$ cat src/rtl/cca_pkg.sv
// Package of the cluster cache aging LRU block: field widths, reset values and codes.
// Used by the interfaces, the cache cell and the top level; depends on nothing.
`default_nettype none

package cca_pkg;

  localparam int unsigned DEF_ENTRIES  = 16;
  localparam int unsigned DEF_TAG_BITS = 32;

  localparam int unsigned CLUSTER_W = 32;
  localparam int unsigned ENTRY_W   = 4;
  localparam int unsigned STATUS_W  = 2;
  localparam int unsigned AGE_W     = 8;

  localparam logic [AGE_W-1:0] AGE_START_RST = 8'd128;
  localparam logic [AGE_W-1:0] AGE_LOWEST    = 8'd1;
  localparam logic [AGE_W-1:0] AGE_MAX       = 8'hFF;

  typedef enum logic [STATUS_W-1:0] {
    STS_HIT  = 2'd0,
    STS_MISS = 2'd1,
    STS_ERR  = 2'd2
  } status_e;

  typedef enum logic [1:0] {
    UPD_NONE,
    UPD_TOUCH,
    UPD_FILL,
    UPD_FILL_FAIL
  } upd_op_e;

endpackage

`default_nettype wire

$ cat src/rtl/cca_ifs.sv
// Channel interfaces of the cluster cache aging LRU block: request, response and configuration.
// Depends on cca_pkg for the field widths.
`default_nettype none

interface cca_req_if;
  logic                          valid;
  logic                          ready;
  logic                          kind;
  logic [cca_pkg::CLUSTER_W-1:0] cluster;
  logic                          writeback_fails;
  logic                          fill_fails;

  modport source (output valid, kind, cluster, writeback_fails, fill_fails, input ready);
  modport sink   (input valid, kind, cluster, writeback_fails, fill_fails, output ready);
endinterface

interface cca_rsp_if;
  logic                          valid;
  logic                          ready;
  logic [cca_pkg::STATUS_W-1:0]  status;
  logic [cca_pkg::ENTRY_W-1:0]   entry;
  logic                          writeback_needed;
  logic [cca_pkg::CLUSTER_W-1:0] writeback_cluster;
  logic                          fill_needed;

  modport source (output valid, status, entry, writeback_needed, writeback_cluster,
                  fill_needed, input ready);
  modport sink   (input valid, status, entry, writeback_needed, writeback_cluster,
                  fill_needed, output ready);
endinterface

interface cca_cfg_if;
  logic                      valid;
  logic                      ready;
  logic [cca_pkg::AGE_W-1:0] age_start;

  modport source (output valid, age_start, input ready);
  modport sink   (input valid, age_start, output ready);
endinterface

`default_nettype wire

$ cat src/rtl/cca_cell.sv
// One cache entry of the chain: tag, age and dirty mark, the search stage that merges this
// entry into the passing search packet, and the local update. Depends on cca_pkg.
`default_nettype none

module cca_cell #(
  parameter int unsigned ENTRIES  = cca_pkg::DEF_ENTRIES,
  parameter int unsigned TAG_BITS = cca_pkg::DEF_TAG_BITS,
  parameter int unsigned INDEX    = 0,
  localparam int unsigned IDX_W   = $clog2(ENTRIES),
  localparam int unsigned AGE_W   = cca_pkg::AGE_W,
  localparam int unsigned SRCH_W  = 2 * IDX_W + 2 * AGE_W + 2 + TAG_BITS,
  localparam int unsigned UPD_W   = $bits(cca_pkg::upd_op_e) + IDX_W + 2 * AGE_W + 1 + TAG_BITS
) (
  input  wire                  clk_i,
  input  wire                  rst_ni,
  input  wire [TAG_BITS-1:0]   key_i,
  input  wire [SRCH_W-1:0]     srch_i,
  output logic [SRCH_W-1:0]    srch_o,
  input  wire [UPD_W-1:0]      upd_i
);

  localparam logic [IDX_W-1:0] MY_IDX = IDX_W'(INDEX);

  typedef struct packed {
    logic                hit;
    logic [IDX_W-1:0]    hit_idx;
    logic [AGE_W-1:0]    hit_age;
    logic [AGE_W-1:0]    low_age;
    logic [IDX_W-1:0]    vic_idx;
    logic                vic_dirty;
    logic [TAG_BITS-1:0] vic_tag;
  } srch_t;

  typedef struct packed {
    cca_pkg::upd_op_e    op;
    logic [IDX_W-1:0]    idx;
    logic [AGE_W-1:0]    ref_age;
    logic [AGE_W-1:0]    start_age;
    logic                write;
    logic [TAG_BITS-1:0] tag;
  } upd_t;

  logic [TAG_BITS-1:0] tag_q, tag_d;
  logic [AGE_W-1:0]    age_q, age_d;
  logic                dirty_q, dirty_d;
  srch_t               srch_q, srch_d;
  srch_t               srch_in;
  upd_t                upd_in;
  logic                valid;
  logic                mine;

  assign srch_in = srch_i;
  assign upd_in  = upd_i;
  assign valid   = (age_q != '0);
  assign mine    = (upd_in.idx == MY_IDX);

  always_comb begin
    srch_d = srch_in;
    if (!srch_in.hit && valid && (tag_q == key_i)) begin
      srch_d.hit     = 1'b1;
      srch_d.hit_idx = MY_IDX;
      srch_d.hit_age = age_q;
    end
    if ((age_q < srch_in.low_age) || (INDEX == 0)) begin
      srch_d.low_age   = age_q;
      srch_d.vic_idx   = MY_IDX;
      srch_d.vic_dirty = valid && dirty_q;
      srch_d.vic_tag   = tag_q;
    end
  end

  always_comb begin
    tag_d   = tag_q;
    age_d   = age_q;
    dirty_d = dirty_q;
    case (upd_in.op)
      cca_pkg::UPD_TOUCH: begin
        if (mine) begin
          age_d   = upd_in.start_age;
          dirty_d = dirty_q || upd_in.write;
        end else if (valid && (age_q > upd_in.ref_age)) begin
          age_d = age_q >> 1;
        end
      end
      cca_pkg::UPD_FILL: begin
        if (mine) begin
          tag_d   = upd_in.tag;
          age_d   = upd_in.start_age;
          dirty_d = upd_in.write;
        end else if (valid && (age_q > upd_in.ref_age)) begin
          age_d = age_q >> 1;
        end
      end
      cca_pkg::UPD_FILL_FAIL: begin
        if (mine) begin
          tag_d   = upd_in.tag;
          age_d   = '0;
          dirty_d = 1'b0;
        end
      end
      default: begin
      end
    endcase
  end

  always_ff @(posedge clk_i or negedge rst_ni) begin
    if (!rst_ni) begin
      age_q   <= '0;
      dirty_q <= 1'b0;
    end else begin
      age_q   <= age_d;
      dirty_q <= dirty_d;
    end
  end

  always_ff @(posedge clk_i) begin
    tag_q  <= tag_d;
    srch_q <= srch_d;
  end

  assign srch_o = srch_q;

endmodule

`default_nettype wire

$ cat src/rtl/cluster_cache_aging_lru_top.sv
// Top level of the cluster cache aging LRU block: sequencer, configuration register and the
// chain of cca_cell entries. Depends on cca_pkg, cca_ifs.sv and cca_cell.
//
//   Channel  Direction  Payload
//   req      in         kind, cluster, writeback_fails, fill_fails
//   rsp      out        status, entry, writeback_needed, writeback_cluster, fill_needed
//   cfg      in         age_start (always ready)
//
// Each transaction walks the search packet through the chain one cell per cycle; then the
// decide step picks the entry, and the emit step updates the cells and fills the output register.
// Reset clears every age and dirty mark at once; tags are not reset.
// The response sits in an output register, so a new request is taken while it waits;
// a second result waits for that register to empty before the block is ready again.
`default_nettype none

module cluster_cache_aging_lru_top #(
  parameter int unsigned ENTRIES  = cca_pkg::DEF_ENTRIES,
  parameter int unsigned TAG_BITS = cca_pkg::DEF_TAG_BITS
) (
  input  wire        clk_i,
  input  wire        rst_ni,
  cca_req_if.sink    req,
  cca_rsp_if.source  rsp,
  cca_cfg_if.sink    cfg
);

  localparam int unsigned IDX_W     = $clog2(ENTRIES);
  localparam int unsigned AGE_W     = cca_pkg::AGE_W;
  localparam int unsigned CLUSTER_W = cca_pkg::CLUSTER_W;
  localparam int unsigned ENTRY_W   = cca_pkg::ENTRY_W;

  typedef struct packed {
    logic                hit;
    logic [IDX_W-1:0]    hit_idx;
    logic [AGE_W-1:0]    hit_age;
    logic [AGE_W-1:0]    low_age;
    logic [IDX_W-1:0]    vic_idx;
    logic                vic_dirty;
    logic [TAG_BITS-1:0] vic_tag;
  } srch_t;

  typedef struct packed {
    cca_pkg::upd_op_e    op;
    logic [IDX_W-1:0]    idx;
    logic [AGE_W-1:0]    ref_age;
    logic [AGE_W-1:0]    start_age;
    logic                write;
    logic [TAG_BITS-1:0] tag;
  } upd_t;

  typedef enum logic [1:0] {
    ST_IDLE,
    ST_SEARCH,
    ST_DECIDE,
    ST_EMIT
  } state_e;

  localparam srch_t SRCH_START = '{
    hit:       1'b0,
    hit_idx:   '0,
    hit_age:   '0,
    low_age:   cca_pkg::AGE_MAX,
    vic_idx:   '0,
    vic_dirty: 1'b0,
    vic_tag:   '0
  };

  state_e                state_q;
  logic [IDX_W-1:0]      cnt_q;
  logic [AGE_W-1:0]      age_start_q;
  logic [AGE_W-1:0]      start_age;
  logic                  kind_q;
  logic [TAG_BITS-1:0]   key_q;
  logic                  wb_fail_q;
  logic                  fill_fail_q;
  upd_t                  upd_q;

  cca_pkg::status_e      res_status_q;
  logic [IDX_W-1:0]      res_idx_q;
  logic                  res_wb_q;
  logic [CLUSTER_W-1:0]  res_wbc_q;
  logic                  res_fill_q;

  logic                  out_valid_q;
  cca_pkg::status_e      out_status_q;
  logic [ENTRY_W-1:0]    out_entry_q;
  logic                  out_wb_q;
  logic [CLUSTER_W-1:0]  out_wbc_q;
  logic                  out_fill_q;

  srch_t                 chain [ENTRIES+1];
  srch_t                 last;

  cca_pkg::upd_op_e      dec_op;
  cca_pkg::status_e      dec_status;
  logic [IDX_W-1:0]      dec_idx;
  logic [AGE_W-1:0]      dec_ref;
  logic                  dec_wb;
  logic [CLUSTER_W-1:0]  dec_wbc;
  logic                  dec_fill;

  assign start_age = (age_start_q == '0) ? cca_pkg::AGE_LOWEST : age_start_q;

  assign chain[0] = SRCH_START;

  for (genvar i = 0; i < ENTRIES; i++) begin : g_cell
    cca_cell #(
      .ENTRIES  (ENTRIES),
      .TAG_BITS (TAG_BITS),
      .INDEX    (i)
    ) u_cell (
      .clk_i        (clk_i),
      .rst_ni       (rst_ni),
      .key_i        (key_q),
      .srch_i       (chain[i]),
      .srch_o       (chain[i+1]),
      .upd_i        (upd_q)
    );
  end

  assign last = chain[ENTRIES];

  always_comb begin
    dec_op     = cca_pkg::UPD_NONE;
    dec_status = cca_pkg::STS_HIT;
    dec_idx    = last.hit_idx;
    dec_ref    = last.hit_age;
    dec_wb     = 1'b0;
    dec_wbc    = '0;
    dec_fill   = 1'b0;
    if (last.hit) begin
      dec_op = cca_pkg::UPD_TOUCH;
    end else begin
      dec_idx = last.vic_idx;
      dec_ref = '0;
      dec_wb  = last.vic_dirty;
      if (last.vic_dirty) begin
        dec_wbc = CLUSTER_W'(last.vic_tag);
      end
      if (last.vic_dirty && wb_fail_q) begin
        dec_status = cca_pkg::STS_ERR;
      end else begin
        dec_fill = 1'b1;
        if (fill_fail_q) begin
          dec_op     = cca_pkg::UPD_FILL_FAIL;
          dec_status = cca_pkg::STS_ERR;
        end else begin
          dec_op     = cca_pkg::UPD_FILL;
          dec_status = cca_pkg::STS_MISS;
        end
      end
    end
  end

  always_ff @(posedge clk_i or negedge rst_ni) begin
    if (!rst_ni) begin
      state_q      <= ST_IDLE;
      cnt_q        <= '0;
      age_start_q  <= cca_pkg::AGE_START_RST;
      kind_q       <= 1'b0;
      key_q        <= '0;
      wb_fail_q    <= 1'b0;
      fill_fail_q  <= 1'b0;
      upd_q        <= '0;
      res_status_q <= cca_pkg::STS_HIT;
      res_idx_q    <= '0;
      res_wb_q     <= 1'b0;
      res_wbc_q    <= '0;
      res_fill_q   <= 1'b0;
      out_valid_q  <= 1'b0;
      out_status_q <= cca_pkg::STS_HIT;
      out_entry_q  <= '0;
      out_wb_q     <= 1'b0;
      out_wbc_q    <= '0;
      out_fill_q   <= 1'b0;
    end else begin
      if (cfg.valid) begin
        age_start_q <= cfg.age_start;
      end
      if (out_valid_q && rsp.ready && (state_q != ST_EMIT)) begin
        out_valid_q <= 1'b0;
      end
      case (state_q)
        ST_IDLE: begin
          if (req.valid) begin
            kind_q      <= req.kind;
            key_q       <= TAG_BITS'(req.cluster);
            wb_fail_q   <= req.writeback_fails;
            fill_fail_q <= req.fill_fails;
            cnt_q       <= '0;
            state_q     <= ST_SEARCH;
          end
        end
        ST_SEARCH: begin
          if (cnt_q == IDX_W'(ENTRIES - 1)) begin
            state_q <= ST_DECIDE;
          end else begin
            cnt_q <= cnt_q + 1'b1;
          end
        end
        ST_DECIDE: begin
          upd_q.op        <= dec_op;
          upd_q.idx       <= dec_idx;
          upd_q.ref_age   <= dec_ref;
          upd_q.start_age <= start_age;
          upd_q.write     <= kind_q;
          upd_q.tag       <= key_q;
          res_status_q    <= dec_status;
          res_idx_q       <= dec_idx;
          res_wb_q        <= dec_wb;
          res_wbc_q       <= dec_wbc;
          res_fill_q      <= dec_fill;
          state_q         <= ST_EMIT;
        end
        ST_EMIT: begin
          upd_q.op <= cca_pkg::UPD_NONE;
          if (!out_valid_q || rsp.ready) begin
            out_valid_q  <= 1'b1;
            out_status_q <= res_status_q;
            out_entry_q  <= ENTRY_W'(res_idx_q);
            out_wb_q     <= res_wb_q;
            out_wbc_q    <= res_wbc_q;
            out_fill_q   <= res_fill_q;
            state_q      <= ST_IDLE;
          end
        end
        default: begin
          upd_q.op <= cca_pkg::UPD_NONE;
          state_q  <= ST_IDLE;
        end
      endcase
    end
  end

  assign req.ready             = (state_q == ST_IDLE);
  assign cfg.ready             = 1'b1;
  assign rsp.valid             = out_valid_q;
  assign rsp.status            = out_status_q;
  assign rsp.entry             = out_entry_q;
  assign rsp.writeback_needed  = out_wb_q;
  assign rsp.writeback_cluster = out_wbc_q;
  assign rsp.fill_needed       = out_fill_q;

  a_no_update_when_ready : assert property (@(posedge clk_i) disable iff (!rst_ni)
    req.ready |-> (upd_q.op == cca_pkg::UPD_NONE))
    else $error("Entry update pending while a new request can be taken.");

  a_result_from_emit : assert property (@(posedge clk_i) disable iff (!rst_ni)
    $rose(out_valid_q) |-> $past(state_q == ST_EMIT))
    else $error("Response became valid outside the emit step.");

  a_hit_needs_nothing : assert property (@(posedge clk_i) disable iff (!rst_ni)
    (rsp.valid && (rsp.status == cca_pkg::STS_HIT)) |->
      (!rsp.fill_needed && !rsp.writeback_needed))
    else $error("A hit asked for a fill or a write-back.");

endmodule

`default_nettype wire
$ cat src/flat_wrapper.sv
// flat-port wrapper written by rule: the top's interface ports become plain ports
module cluster_cache_aging_lru_top_flat 
#(
  parameter int unsigned ENTRIES  = cca_pkg::DEF_ENTRIES,
  parameter int unsigned TAG_BITS = cca_pkg::DEF_TAG_BITS
)
  (clk_i, rst_ni, req_valid, req_kind, req_cluster, req_writeback_fails, req_fill_fails, req_ready, rsp_valid, rsp_status, rsp_entry, rsp_writeback_needed, rsp_writeback_cluster, rsp_fill_needed, rsp_ready, cfg_valid, cfg_age_start, cfg_ready);
  cca_req_if req_i ();
  cca_rsp_if rsp_i ();
  cca_cfg_if cfg_i ();
  input  wire clk_i;
  input  wire rst_ni;
  input wire logic [$bits(req_i.valid)-1:0] req_valid;
  input wire logic [$bits(req_i.kind)-1:0] req_kind;
  input wire logic [$bits(req_i.cluster)-1:0] req_cluster;
  input wire logic [$bits(req_i.writeback_fails)-1:0] req_writeback_fails;
  input wire logic [$bits(req_i.fill_fails)-1:0] req_fill_fails;
  output wire logic [$bits(req_i.ready)-1:0] req_ready;
  output wire logic [$bits(rsp_i.valid)-1:0] rsp_valid;
  output wire logic [$bits(rsp_i.status)-1:0] rsp_status;
  output wire logic [$bits(rsp_i.entry)-1:0] rsp_entry;
  output wire logic [$bits(rsp_i.writeback_needed)-1:0] rsp_writeback_needed;
  output wire logic [$bits(rsp_i.writeback_cluster)-1:0] rsp_writeback_cluster;
  output wire logic [$bits(rsp_i.fill_needed)-1:0] rsp_fill_needed;
  input wire logic [$bits(rsp_i.ready)-1:0] rsp_ready;
  input wire logic [$bits(cfg_i.valid)-1:0] cfg_valid;
  input wire logic [$bits(cfg_i.age_start)-1:0] cfg_age_start;
  output wire logic [$bits(cfg_i.ready)-1:0] cfg_ready;
  assign req_i.valid = req_valid;
  assign req_i.kind = req_kind;
  assign req_i.cluster = req_cluster;
  assign req_i.writeback_fails = req_writeback_fails;
  assign req_i.fill_fails = req_fill_fails;
  assign req_ready = req_i.ready;
  assign rsp_valid = rsp_i.valid;
  assign rsp_status = rsp_i.status;
  assign rsp_entry = rsp_i.entry;
  assign rsp_writeback_needed = rsp_i.writeback_needed;
  assign rsp_writeback_cluster = rsp_i.writeback_cluster;
  assign rsp_fill_needed = rsp_i.fill_needed;
  assign rsp_i.ready = rsp_ready;
  assign cfg_i.valid = cfg_valid;
  assign cfg_i.age_start = cfg_age_start;
  assign cfg_ready = cfg_i.ready;
  cluster_cache_aging_lru_top #(.ENTRIES(ENTRIES), .TAG_BITS(TAG_BITS)) u_core (.clk_i(clk_i), .rst_ni(rst_ni), .req(req_i), .rsp(rsp_i), .cfg(cfg_i));
endmodule
$ cat config.mk
export PLATFORM = sky130hd
export DESIGN_NAME = cluster_cache_aging_lru_top_flat
export DESIGN_NICKNAME = d
export VERILOG_FILES = /design/src/rtl/cca_pkg.sv /design/src/rtl/cca_ifs.sv /design/src/rtl/cca_cell.sv /design/src/rtl/cluster_cache_aging_lru_top.sv /design/src/flat_wrapper.sv
export SDC_FILE = /design/constraint.sdc
export NUM_CORES = 2
export LEC_CHECK = 0
export BUFFER_PORTS_ARGS = -buffer_cell sky130_fd_sc_hd__buf_2
export CORE_MARGIN = 3
export CORE_UTILIZATION = 50
export CTS_CLUSTER_DIAMETER = 60
export CTS_CLUSTER_SIZE = 20
export DETAILED_ROUTE_END_ITERATION = 7
export PLACE_DENSITY = 0.67
export SLEW_MARGIN = 20
export SYNTH_ARGS = -nofsm -noshare
export SYNTH_HDL_FRONTEND = slang
export SYNTH_SLANG_ARGS = --single-unit
$ cat constraint.sdc
create_clock -name clk_i -period 7.7 [get_ports clk_i]
set_input_delay 2.31 -clock clk_i [delete_from_list [all_inputs] [get_ports clk_i]]
set_output_delay 2.31 -clock clk_i [all_outputs]
set_load 0.005 [all_outputs]
==> results.md <==
- The run finished with clean final reports.
- The placeable core region is 135,600 um^2.
- Setup violations remaining at the end of the flow were counted as 0.
- No sink is reached through more buffers than the 3 on the longest clock path.
- The worst vdd rail ir drop is 0.5247 mV.
- The number of post-CTS setup repair buffers is 0.
- Derived from the worst setup path, the maximum achievable clock frequency is 249.7 MHz.
- The portion of synthesized cell area occupied by the leading cell type is 26.05%.
- After synthesis, the cell types taking the most area are sky130_fd_sc_hd__dfxtp_1, sky130_fd_sc_hd__edfxtp_1, sky130_fd_sc_hd__mux2_2.
- At the worst endpoint, the arrival time is 1.69 ns.
- From bottom edge to top edge, the die measures 375.9 um.
- The total power of the final layout is 39.61 mW.
- The initial antenna violation count was 3.
- Measured along the x axis, the die boundary spans 375.9 um.
- For the pin with the worst max-slew slack, the measured transition is 1.245 ns.
- The number of buffer cells added on primary ports is 89.
- The clock slew seen by the registers of the worst setup and hold paths is 0.08 ns.
- The dominant register cell in the synthesized netlist is sky130_fd_sc_hd__dfxtp_1.
- The total leakage power is 29.83 nW.
- The cell count of the worst hold path is 0.
- Of all cell types, the one taking the most synthesized area is sky130_fd_sc_hd__dfxtp_1.
- The placer's final routability congestion estimate is 0.8701.
- The net count of the finished layout is 5,294.
- The count of final max-slew check failures is 0.
- Among all cell types in the netlist, the one instantiated most often is sky130_fd_sc_hd__dfxtp_1.
- For this run, design rule violations remaining after detail routing come to 0.
- Of all flip-flops after synthesis, the portion carrying an async set or reset was 18.82%.
- The maximum level of the CTS H-tree is 3.
- The post-detailed-placement half-perimeter wirelength is 127,100 um.
- The number of warnings reported in the yosys synthesis log is 0.
- The number of top-level design ports is 91.
- The hold violation total from the final report is 0.
- Cells with a size suffix above 1 make up 26.14% of the layout.
- The instance count of the mapped netlist is 4,912.
- From synthesis to final layout, the design area changed by 9.299%.
- A synthesized cell averages 13.93 um^2.
- The sink of the worst hold path is u_core.g_cell[0].u_cell.srch_o[17]$_DFF_P_.
- Hold repair after CTS inserted 0 buffers.
- The number of instances in the placed design is 6,666.
- The number of enable flip-flop cells after synthesis is 512.
- The launching element type of the critical path is a flip-flop.
- The via density per instance is 5.729.
- The worst hold slack after final layout is 0.3895 ns.
- Along the worst path, the maximum fanout reaches 5.
- The data required time of the critical path is 5.39 ns.
- The worst setup path is captured at an output port.
- The post-layout minimum cycle time is 4.005 ns.
- The via count of the first global-routing pass came to 39,660.
- In this run the tightest slew margin relative to its limit is 17.03%.
- Setup slack on the worst reg-to-reg path comes out at 4.27 ns.
- The number of different library cells in the post-synthesis netlist is 51.
- Dividing the detail-routed wire length by the instance count gives 26.77 um.
- The total power density per cell area is 529.8 nW/um^2.
- The synthesized netlist net count is 5,202.
- The path class of the tightest hold or removal check is flip-flop to flip-flop.
- TritonCTS built the clock tree.
- Summing every instance area after synthesis gives 68,400 um^2.
- For this configuration, the core starts out at a cell density of 50.43%.
- The number of cells on the worst reg-to-reg path is 8.
- The number of maximum-capacitance constraint violations is 0.
- The aggregate routed wire length is 184,400 um.
- Clock tree synthesis found a total of 1,727 sinks.
- The total iterations of the first detailed-routing run is 5.
- The clock arrives with 0.02968 ns of skew.
- Entering global routing, the biggest net connects 137 pins.
- Setup repair after global routing left no endpoint under its margin.
- After the first detailed-routing iteration, the DRC count stood at 3,545.
- The sequential area share after synthesis is 60.42%.
- The finished layout holds 6,889 standard cells, fillers aside.
- The total routing resource utilization after global routing is 25.84%.
- The standard-cell row count is 135.
- The fraction of the core area covered by cells at the end of the flow is 55.12%.
- By count the netlist is led by sky130_fd_sc_hd__dfxtp_1, sky130_fd_sc_hd__mux2_2, sky130_fd_sc_hd__edfxtp_1.
- The critical path is of the flip-flop to output port type.
- The startpoint identified for the worst hold timing path is u_core.g_cell[0].u_cell.tag_q[17]$_DFFE_PP_.
- The period utilization is 52.01%.
- Detailed routing inserted a total of 39,470 vias.
- The worst-skew pair later-pin latency is 0.75 ns.
- The full die area is 141,300 um^2.
- The worst register-to-register path begins at u_core.key_q[4]$_DFFE_PN0P_.
- The number of resized instances in the post-cts repair step is 0.
- Counting flops and latches in the post-synthesis netlist gives 1,727.
- In this run, CTS created clock tree buffers numbering 115.
- The first global-routing pass estimated 270,000 um of wire.
- The detail route stage leaves a number of antenna-violating nets equal to 0.
- Summed over all layers, the global routing overflow is 0.
- The clock tree root driver cell is sky130_fd_sc_hd__clkbuf_16.
- The layout has 11,150 filler cells.
- In the final timing run, aggregate negative setup slack is 0 ns.
- In this run the critical register-to-register path is captured at u_core.g_cell[11].u_cell.srch_o[48]$_DFF_P_.
[kinds of logic (layout without fill, tap and decap cells)]
kind of cell	after synthesis	after routing	share of synthesized area, %
muxes	965	965	15.68
buffers and inverters	363	558	2.764
AOI/OAI and AO/OA	479	479	5.056
other	1	2	0.005482
and+or+nand+nor	624	624	5.111
xor gates and xnor gates	511	511	6.543
adders and majority gates	242	242	4.427
DFF	1727	1727	60.42
[stage by stage]
| stage | instance area, um^2 | worst slack (ns) |
|---|---|---|
| finish | 74760 | 3.695 |
| global route | 74760 | 3.604 |
| CTS | 74720 | 3.650 |
| detailed placement | 70800 | 3.803 |
| global placement | 70800 | 3.855 |
| floorplan | 68400 | 4.279 |
[routing by layer]
metal  global-route usage (%)  vias to the layer above  wire (um)
met3                    3.631                      231      11540
li1                         -                    17780          -
met4                    5.897                        0       4068
met2                    40.95                     1206      84760
met1                    37.76                    20260      84030
met5                        0                        -          0
[worst max path at each step]
stage                             startpoint                                            to  slack [ns]  depth (start not counted)
6_report       u_core.state_q[1]$_DFFE_PN0P_                                     req_ready        3.70                          3
5_1_grt        u_core.state_q[0]$_DFFE_PN0P_                                     req_ready        3.60                          3
4_1_cts        u_core.state_q[1]$_DFFE_PN0P_                                     req_ready        3.65                          3
3_5_place_dp                       rsp_ready   u_core.rsp.writeback_cluster[6]$_DFFE_PN0P_        3.80                          4
3_3_place_gp                       rsp_ready  u_core.rsp.writeback_cluster[19]$_DFFE_PN0P_        3.86                          4
2_1_floorplan                      rsp_ready               u_core.rsp.entry[0]$_DFFE_PN0P_        4.28                          4
[layout by cell type (no fill, tap or decap), drive strengths merged, types with 16 or more instances in the layout]
cell type	instances
o21bai	16
o21ai	33
o311ai	16
or2	72
edfxtp	512
ha	242
o2bb2ai	115
nor3	29
clkbuf	169
a211oi	28
xnor2	285
nand2b	22
mux2	834
dfrtp	324
nand4	94
a21o	62
nor4	107
buf	185
nand2	83
nor2	84
mux2i	131
clkinv	19
a211o	16
nor2b	55
inv	180
dfxtp	890
a21oi	140
xor2	226
nand3	61
a22o	45
[critical path, cell delays in order, from the launching register on]
cell	delay (ns)
sky130_fd_sc_hd__dfrtp_1	0.40
sky130_fd_sc_hd__inv_1	0.11
sky130_fd_sc_hd__ha_1	0.29
sky130_fd_sc_hd__buf_2	0.16
[registers in the layout (all words and copies together), names as in the netlist, 4 cells and up]
name	flops
u_core.g_cell.u_cell.age_q	128
u_core.age_start_q	8
u_core.res_wbc_q	32
u_core.g_cell.u_cell.tag_q	512
u_core.upd_q	51
u_core.res_idx_q	4
u_core.g_cell.u_cell.srch_o	890
u_core.g_cell.u_cell.dirty_q	16
u_core.key_q	32
u_core.rsp.entry	4
u_core.rsp.writeback_cluster	32
u_core.cnt_q	4
[power breakdown]
group          total (mW)  internal [mW]  switching, mW  leakage (nW)
Sequential           14.7           12.6           2.14          16.2
Clock                6.53           3.22           3.31          1.91
Combinational        18.4           8.39           9.99          11.7
[final cells by class]
class / count / area, um^2 / share of cell area [%]
flip-flops and latches: 1727 / 41330 / 55.28
multi-input cells: 2822 / 25500 / 34.10
inverters: 153 / 574.3 / 0.7681
diodes: 1 / 2.502 / 0.003347
well taps: 1781 / 2228 / 2.981
clock buffers: 169 / 3341 / 4.468
clock inverters: 51 / 578.1 / 0.7732
repair buffers: 185 / 1214 / 1.623
No activity file was read; power rests on OpenSTA's default activity.
